## src/rtl/assert_macros.svh

```systemverilog
// ----------------------------------------------------------------------------
// assertion macros
// shared concurrent assertion forms for the projector blocks
// ----------------------------------------------------------------------------
`ifndef ASSERT_MACROS_SVH
`define ASSERT_MACROS_SVH

// checked on every clock edge outside reset
`define PVP_ASSERT(label, prop, msg) \
   label: assert property (@(posedge clock) disable iff (reset) prop) \
      else $error(msg);

// checked on every clock edge, reset included
`define PVP_ASSERT_ALWAYS(label, prop, msg) \
   label: assert property (@(posedge clock) prop) else $error(msg);

`endif

```

## src/rtl/pvp_pkg.sv

```systemverilog
// ----------------------------------------------------------------------------
// pvp_pkg
// widths, reset values, types and helpers of the vertex projector
// ----------------------------------------------------------------------------
package pvp_pkg;

   // field widths
   localparam int COORD_WIDTH  = 24;
   localparam int COEF_WIDTH   = 16;
   localparam int NEAR_PLANE   = 256;
   localparam int COEF_FRAC    = COEF_WIDTH - 2;
   localparam int DEPTH_WIDTH  = COORD_WIDTH + 8;
   localparam int SIZE_FIELD   = 12;
   localparam int FOCAL_WIDTH  = 24;
   localparam int SCREEN_WIDTH = 2 * SIZE_FIELD;
   localparam int ROW_WIDTH    = 3 * COEF_WIDTH;

   localparam int CSR_ADDR_WIDTH = 3;
   localparam int CSR_DATA_WIDTH = ROW_WIDTH;

   // datapath widths
   localparam int DIFF_WIDTH  = COORD_WIDTH + 1;
   localparam int PROD_WIDTH  = DIFF_WIDTH + COEF_WIDTH;
   localparam int ACC_WIDTH   = PROD_WIDTH + 2;
   localparam int VIEW_WIDTH  = ACC_WIDTH - COEF_FRAC;
   localparam int SCALE_WIDTH = VIEW_WIDTH + FOCAL_WIDTH + 1;
   localparam int NUM_WIDTH   = SCALE_WIDTH + 1;
   localparam int MAG_WIDTH   = NUM_WIDTH - 1;
   localparam int DEN_WIDTH   = VIEW_WIDTH;
   localparam int QUO_WIDTH   = COORD_WIDTH + 2;
   localparam int HI_WIDTH    = MAG_WIDTH - QUO_WIDTH;
   localparam int REM_WIDTH   = (HI_WIDTH > DEN_WIDTH) ? HI_WIDTH : DEN_WIDTH;
   localparam int STEP_WIDTH  = REM_WIDTH + 1;
   localparam int CEN_SHIFT   = 7;
   localparam int SUM_WIDTH   = QUO_WIDTH + 3;

   // reset values
   localparam logic [ROW_WIDTH-1:0] COEF_ONE     = ROW_WIDTH'(1) << COEF_FRAC;
   localparam logic [ROW_WIDTH-1:0] VIEW_X_RESET = COEF_ONE;
   localparam logic [ROW_WIDTH-1:0] VIEW_Y_RESET = COEF_ONE << COEF_WIDTH;
   localparam logic [ROW_WIDTH-1:0] VIEW_Z_RESET = COEF_ONE << (2 * COEF_WIDTH);
   localparam logic [COORD_WIDTH-1:0] CAM_Z_RESET = COORD_WIDTH'(-50 * 256);
   localparam logic [FOCAL_WIDTH-1:0] FOCAL_RESET = FOCAL_WIDTH'(70943);
   localparam logic [SCREEN_WIDTH-1:0] SCREEN_RESET = {SIZE_FIELD'(240), SIZE_FIELD'(320)};

   localparam logic signed [ACC_WIDTH-1:0]  ROUND_HALF = ACC_WIDTH'(1) << (COEF_FRAC - 1);
   localparam logic signed [VIEW_WIDTH-1:0] NEAR_VIEW  = VIEW_WIDTH'(NEAR_PLANE);
   localparam logic signed [COORD_WIDTH-1:0] COORD_MAX = {1'b0, {(COORD_WIDTH-1){1'b1}}};
   localparam logic signed [COORD_WIDTH-1:0] COORD_MIN = {1'b1, {(COORD_WIDTH-1){1'b0}}};

   typedef enum logic [CSR_ADDR_WIDTH-1:0] {
      REG_VIEW_X,
      REG_VIEW_Y,
      REG_VIEW_Z,
      REG_CAM_X,
      REG_CAM_Y,
      REG_CAM_Z,
      REG_FOCAL,
      REG_SCREEN
   } csr_reg_type;

   typedef struct packed {
      logic [ROW_WIDTH-1:0]           view_x;
      logic [ROW_WIDTH-1:0]           view_y;
      logic [ROW_WIDTH-1:0]           view_z;
      logic signed [COORD_WIDTH-1:0]  cam_x;
      logic signed [COORD_WIDTH-1:0]  cam_y;
      logic signed [COORD_WIDTH-1:0]  cam_z;
      logic [FOCAL_WIDTH-1:0]         focal;
      logic [SCREEN_WIDTH-1:0]        screen;
   } cfg_type;

   // numerators in magnitude form, ready for the divider
   typedef struct packed {
      logic [MAG_WIDTH-1:0]          mag_x;
      logic [MAG_WIDTH-1:0]          mag_y;
      logic                          neg_x;
      logic                          neg_y;
      logic [DEN_WIDTH-1:0]          den;
      logic signed [VIEW_WIDTH-1:0]  vz;
      logic                          clip;
   } num_type;

   // floored quotients with sign restored
   typedef struct packed {
      logic signed [QUO_WIDTH:0]     q_x;
      logic signed [QUO_WIDTH:0]     q_y;
      logic signed [VIEW_WIDTH-1:0]  vz;
      logic                          clip;
   } quot_type;

   function automatic logic signed [COEF_WIDTH-1:0] coef_of(
      input logic [ROW_WIDTH-1:0] row,
      input int                   k
   );
      return row[k*COEF_WIDTH +: COEF_WIDTH];
   endfunction

   function automatic logic signed [COORD_WIDTH-1:0] sat_coord(
      input logic signed [SUM_WIDTH-1:0] v
   );
      logic [SUM_WIDTH-COORD_WIDTH:0] upper;
      upper = v[SUM_WIDTH-1:COORD_WIDTH-1];
      if (upper == '0 || upper == '1) begin
         return v[COORD_WIDTH-1:0];
      end else if (v[SUM_WIDTH-1]) begin
         return COORD_MIN;
      end else begin
         return COORD_MAX;
      end
   endfunction

endpackage

```

## src/rtl/pvp_finish.sv

```systemverilog
// ----------------------------------------------------------------------------
// pvp_finish
// screen centre offset, saturation, clip zeroing and two-word output queue
// ----------------------------------------------------------------------------
`include "assert_macros.svh"

module pvp_finish import pvp_pkg::*; (
   input  logic                          clock,
   input  logic                          reset,
   input  logic                          in_valid,
   input  quot_type                      in_quot,
   input  logic [SCREEN_WIDTH-1:0]       screen,
   output logic                          advance,
   output logic                          rsp_valid,
   input  logic                          rsp_stall,
   output logic signed [COORD_WIDTH-1:0] rsp_screen_x,
   output logic signed [COORD_WIDTH-1:0] rsp_screen_y,
   output logic signed [DEPTH_WIDTH-1:0] rsp_view_depth,
   output logic                          rsp_clipped
);

   localparam logic [1:0] QUEUE_EMPTY = 2'd0;
   localparam logic [1:0] QUEUE_ONE   = 2'd1;
   localparam logic [1:0] QUEUE_FULL  = 2'd2;

   typedef struct packed {
      logic signed [COORD_WIDTH-1:0] screen_x;
      logic signed [COORD_WIDTH-1:0] screen_y;
      logic signed [DEPTH_WIDTH-1:0] depth;
      logic                          clipped;
   } result_type;

   logic [SIZE_FIELD+CEN_SHIFT-1:0] cen_x, cen_y;
   logic signed [SUM_WIDTH-1:0]     sum_x, sum_y;
   result_type                      res_in;
   result_type                      head_ff, tail_ff;
   logic [1:0]                      count_in, count_ff;
   logic                            push, pop;

   always_comb begin
      cen_x = {screen[SIZE_FIELD-1:0], {CEN_SHIFT{1'b0}}};
      cen_y = {screen[SCREEN_WIDTH-1:SIZE_FIELD], {CEN_SHIFT{1'b0}}};
      sum_x = SUM_WIDTH'(in_quot.q_x) + $signed(SUM_WIDTH'(cen_x));
      sum_y = $signed(SUM_WIDTH'(cen_y)) - SUM_WIDTH'(in_quot.q_y);

      res_in.depth   = DEPTH_WIDTH'(in_quot.vz);
      res_in.clipped = in_quot.clip;
      if (in_quot.clip) begin
         res_in.screen_x = '0;
         res_in.screen_y = '0;
      end else begin
         res_in.screen_x = sat_coord(sum_x);
         res_in.screen_y = sat_coord(sum_y);
      end
   end

   // pipeline moves while the queue has room
   assign advance   = count_ff != QUEUE_FULL;
   assign rsp_valid = count_ff != QUEUE_EMPTY;
   assign push      = advance && in_valid;
   assign pop       = rsp_valid && !rsp_stall;
   assign count_in  = count_ff + 2'(push) - 2'(pop);

   always_ff @(posedge clock) begin
      if (reset) begin
         count_ff <= QUEUE_EMPTY;
      end else begin
         count_ff <= count_in;
      end
   end

   always_ff @(posedge clock) begin
      if (push && (count_ff == QUEUE_EMPTY || (count_ff == QUEUE_ONE && pop))) begin
         head_ff <= res_in;
      end else if (pop) begin
         head_ff <= tail_ff;
      end
      if (push && count_ff == QUEUE_ONE && !pop) begin
         tail_ff <= res_in;
      end
   end

   assign rsp_screen_x   = head_ff.screen_x;
   assign rsp_screen_y   = head_ff.screen_y;
   assign rsp_view_depth = head_ff.depth;
   assign rsp_clipped    = head_ff.clipped;

   `PVP_ASSERT(a_clip_zero, (rsp_valid && rsp_clipped) |-> (rsp_screen_x == '0 && rsp_screen_y == '0), "clipped word with nonzero screen position")
   `PVP_ASSERT(a_depth_near, (rsp_valid && !rsp_clipped) |-> (rsp_view_depth >= $signed(DEPTH_WIDTH'(NEAR_PLANE))), "unclipped word in front of near plane")

endmodule

```

## config.mk

```make
export PLATFORM = sky130hd
export DESIGN_NAME = pvp_finish
export DESIGN_NICKNAME = d
export VERILOG_FILES = /design/src/rtl/pvp_pkg.sv /design/src/rtl/pvp_finish.sv
export VERILOG_INCLUDE_DIRS = /design/src /design/src/rtl
export SDC_FILE = /design/constraint.sdc
export NUM_CORES = 1
export LEC_CHECK = 0
export BUFFER_PORTS_ARGS = -buffer_cell sky130_fd_sc_hd__buf_2
export CORE_MARGIN = 2
export CORE_UTILIZATION = 49
export DETAILED_ROUTE_END_ITERATION = 12
export GPL_TIMING_DRIVEN = 0
export HOLD_SLACK_MARGIN = 0.05
export PLACE_DENSITY = 0.79
export SYNTH_ARGS = -nofsm -noshare
export SYNTH_HDL_FRONTEND = slang
export SYNTH_SLANG_ARGS = --single-unit
```

## constraint.sdc

```tcl
create_clock -name clock -period 7.2 [get_ports clock]
set_input_delay 0 -clock clock [delete_from_list [all_inputs] [get_ports clock]]
set_output_delay 0 -clock clock [all_outputs]
set_load 0.03 [all_outputs]
```

==> results by group <==
GRT
  • Vias in the first global route: 6,566
  • GRT met2 Usage: 36.93%
  • First-pass GRT wire length: 32,000 µm
  • Gr busiest metal: met2
  • GR Util met3: 4.762%
  • Global route overflow: 0
  • Initial antenna violation count: 0
  • Met1 GRT Util: between 20% and 30%
  • Maximum number of pins on one net before global-route repair: 29
  • Tot GR Track Use: 22.51%

CTS
  • Clock latency on the worst-skew pair: 0.42 ns
  • Reg clk slew, reported paths: 0.07 ns
  • Clock Tree Buf Depth: 2
  • Post-CTS Setup Bufs: 0
  • Root Driver: clkbuf_16
  • Depth of the CTS H-tree: 4
  • Clock buffer count from CTS: 17
  • TritonCTS clock tree: built
  • Post-CTS Hold Buffers: 40
  • TritonCTS Sinks: 158
  • Post_cts resized: 0

Timing
  • Final slew viol count: 0
  • Worst-Margin Slew: between 0.9 and 1 ns
  • Worst setup margin: 3.586 ns
  • Slew headroom: 36.66%
  • Setup violations, final: 0
  • Period utilization: 50.19%
  • Fmax: between 200 and 300 MHz
  • RSZ-0062 raised after global routing: false
  • Crit path time final: 3.614 ns
  • Hold Vio Cnt, Final: 0
  • Final Skew: 0.006515 ns

Logic synthesis
  • Fraction of the mapped netlist area in compound gates: 15.80%
  • Ranking of synthesized cells by area: edfxtp_1 56%, nand2_1 6.9%, ha_1 4.1%
  • Simple-gate area share of the yosys netlist: 15.62%
  • Mux share of post-synthesis cell area: less than 1%
  • Syn Nets: 919
  • Synth Warn #: 0
  • Share of the synthesized area in the top cell type: 56.19%
  • Asr flop ratio synth: 0%
  • Post-Syn Area per Cell: roughly 11 µm²
  • Distinct cells, synth: 65
  • Ys flop type: edfxtp_1
  • Leading area contributor after synthesis: edfxtp_1
  • EDFF count, synth: between 150 and 200
  • Largest family of logic cells by synthesized area: compound AO/OA/AOI/OAI gates
  • Register area share after synthesis: about 57%
  • Synth Cell Area: about 0.0083 mm²
  • Syn Inst Count: 779
  • Adder-cell share of the synthesized area: 4.292%
  • Post-Synth XOR/XNOR Area: around 3.7%
  • Seq cells post-synth: 158

Floorplanning
  • Die area: 0.01807 mm²
  • Initial core utilization: 50.27%
  • Core ar.: 0.01658 mm²
  • Die width: 134.4 µm
  • Row count: between 40 and 50
  • Num ports: 195
  • Die H: approximately 130 µm

Routing
  • Iteration-0 DRC Markers: 398
  • Post-DRT Antenna Nets: 0
  • Post-DR wirelength/cell: ~16 µm
  • Drt total wl: 20,030 µm
  • DR vias/cell: 5.293
  • DRC viols: 0
  • Vias: 6,717
  • Detailed-router iteration count before antenna repair: 5

Setup path
  • Critical path launch point type: input pin
  • Critical setup path kind: input pin to flop
  • Max FO, Critical Path: 10
  • Worst r2r src: count_ff[1]
  • Reg2reg end: rsp_screen_y[4]
  • CP endpoint kind: flop
  • Worst endpoint required time: 7.43 ns
  • FF-to-FF path depth: 7
  • Reg-to-reg slack, setup: 4.31 ns
  • Worst Path Arrival: ~3.8 ns

Run status
  • Outcome: finished, final reports clean

Placed design
  • RePlAce Congestion: 0.8918
  • Post-DP Area: 0.009712 mm²
  • Port Buffer Count: 193
  • Hpwl dp: 14,430 µm
  • Pre-CTS setup slack: between 3 and 4 ns

Worst hold path
  • Hold crit path type: input pin to flop
  • WHS Path Cells: 4
  • Worst Hold Endpoint: tail_ff[37]
  • Hold Path Origin: in_quot[34]

Power and ir drop
  • Static Leak: 4.533 nW
  • Worst vdd ir: slightly below 0.2 mV
  • Power Dens Cells: 325.1 mW/mm²
  • Total chip power: 3.492 mW

Finish
  • Most common cell after layout, fill and taps aside: buf_2
  • Design area: 0.01074 mm²
  • Final Util: about two thirds
  • Fill count: around 1,300
  • Nets: 1,176
  • P&R area growth vs syn: 28.82%
  • Layout cell share with drive strength beyond 1: a little over a quarter
  • Commonest cells after routing, fill and taps aside: 204 x buf_2, 156 x edfxtp_1, 154 x nand2_1
  • Antenna Cells: 0

Flow run
  • Max-cap violation count: 0
[logic make-up (layout without fill, tap and decap cells)]
group,count (synthesis),after routing
adders and majority gates,28,28
muxes,2,2
AOI/OAI and AO/OA,198,198
buffers and inverters,71,341
DFF,158,158
xor gates and xnor gates,35,35
and+or+nand+nor,287,287
[flip-flops by register name, summed over array words and instances (netlist names)]
signal / flops
tail_ff: 78
rsp_view_depth: 29
rsp_screen_x: 24
rsp_screen_y: 24
count_ff: 2
rsp_clipped: 1
[how the worst max path moves through the flow]
stage          depth (start not counted)  slack, ns         from                to
2_1_floorplan                          2       0.66  count_ff[0]       rsp_clipped
3_3_place_gp                           2      -1.85  count_ff[0]  rsp_screen_y[12]
3_5_place_dp                          13       3.71  in_quot[64]  rsp_screen_x[15]
4_1_cts                               14       3.60    screen[0]  rsp_screen_x[15]
5_1_grt                               14       3.36    screen[0]  rsp_screen_x[13]
6_report                              14       3.59    screen[0]  rsp_screen_x[18]
[where the power goes]
group | internal [mW] | total (mW) | leakage, nW | switching [mW]
sequential | 1.30 | 1.37 | 1.51 | 0.0644
clock | 0.560 | 0.948 | 0.303 | 0.389
combinational | 0.342 | 1.17 | 2.72 | 0.832
total | 2.21 | 3.49 | 4.53 | 1.29
[cells in the mapped netlist (all sizes together) (15+ instances only)]
cell,n
a21o,15
a21oi,64
buf,16
clkbuf,23
edfxtp,156
ha,27
inv,32
nand2,154
nor2,55
nor2b,19
o21ai,59
xnor2,22
[critical path: stages]
cell and delay (ns):
dlygate4sd3_1 0.52, buf_2 0.10, ha_1 0.15, inv_1 0.05, fa_1 0.40, nor2b_1 0.17
o2111ai_1 0.18, a211oi_2 0.48, o21bai_1 0.17, and2_1 0.25, a31oi_1 0.50, nand2_1 0.31
clkbuf_1 0.28, o21ai_0 0.29
[routing by layer]
| layer | vias to the layer above | part of all wire, % |
|---|---|---|
| li1 | 3338 | - |
| met1 | 3147 | 45 |
| met2 | 197 | 48 |
| met3 | 35 | 5.1 |
| met4 | 0 | 2.4 |
| met5 | - | 0 |
[final cells by class]
| class | count | area, µm² | area share [%] |
|---|---|---|---|
| tap | 220 | 275.3 | 2.563 |
| buffer | 39 | 187.7 | 1.748 |
| multi-input combinational | 550 | 3323 | 30.95 |
| clock buffer | 18 | 429.2 | 3.996 |
| timing repair buffer | 238 | 1481 | 13.79 |
| clock inverter | 14 | 197.7 | 1.841 |
| inverter | 32 | 120.1 | 1.118 |
| sequential | 158 | 4725 | 43.99 |
[per-stage QoR]
step	std cells	setup TNS, ns	hold WS [ns]
after CTS	1269	0	0.05320
after global placement	1192	-144.11	0.1809
after global routing	1269	0	0.08100
after floorplan	779	0	0.07161
final	1269	0	0.07580
after detailed placement	1197	0	0.1758
(Power assumes the default switching activity.)
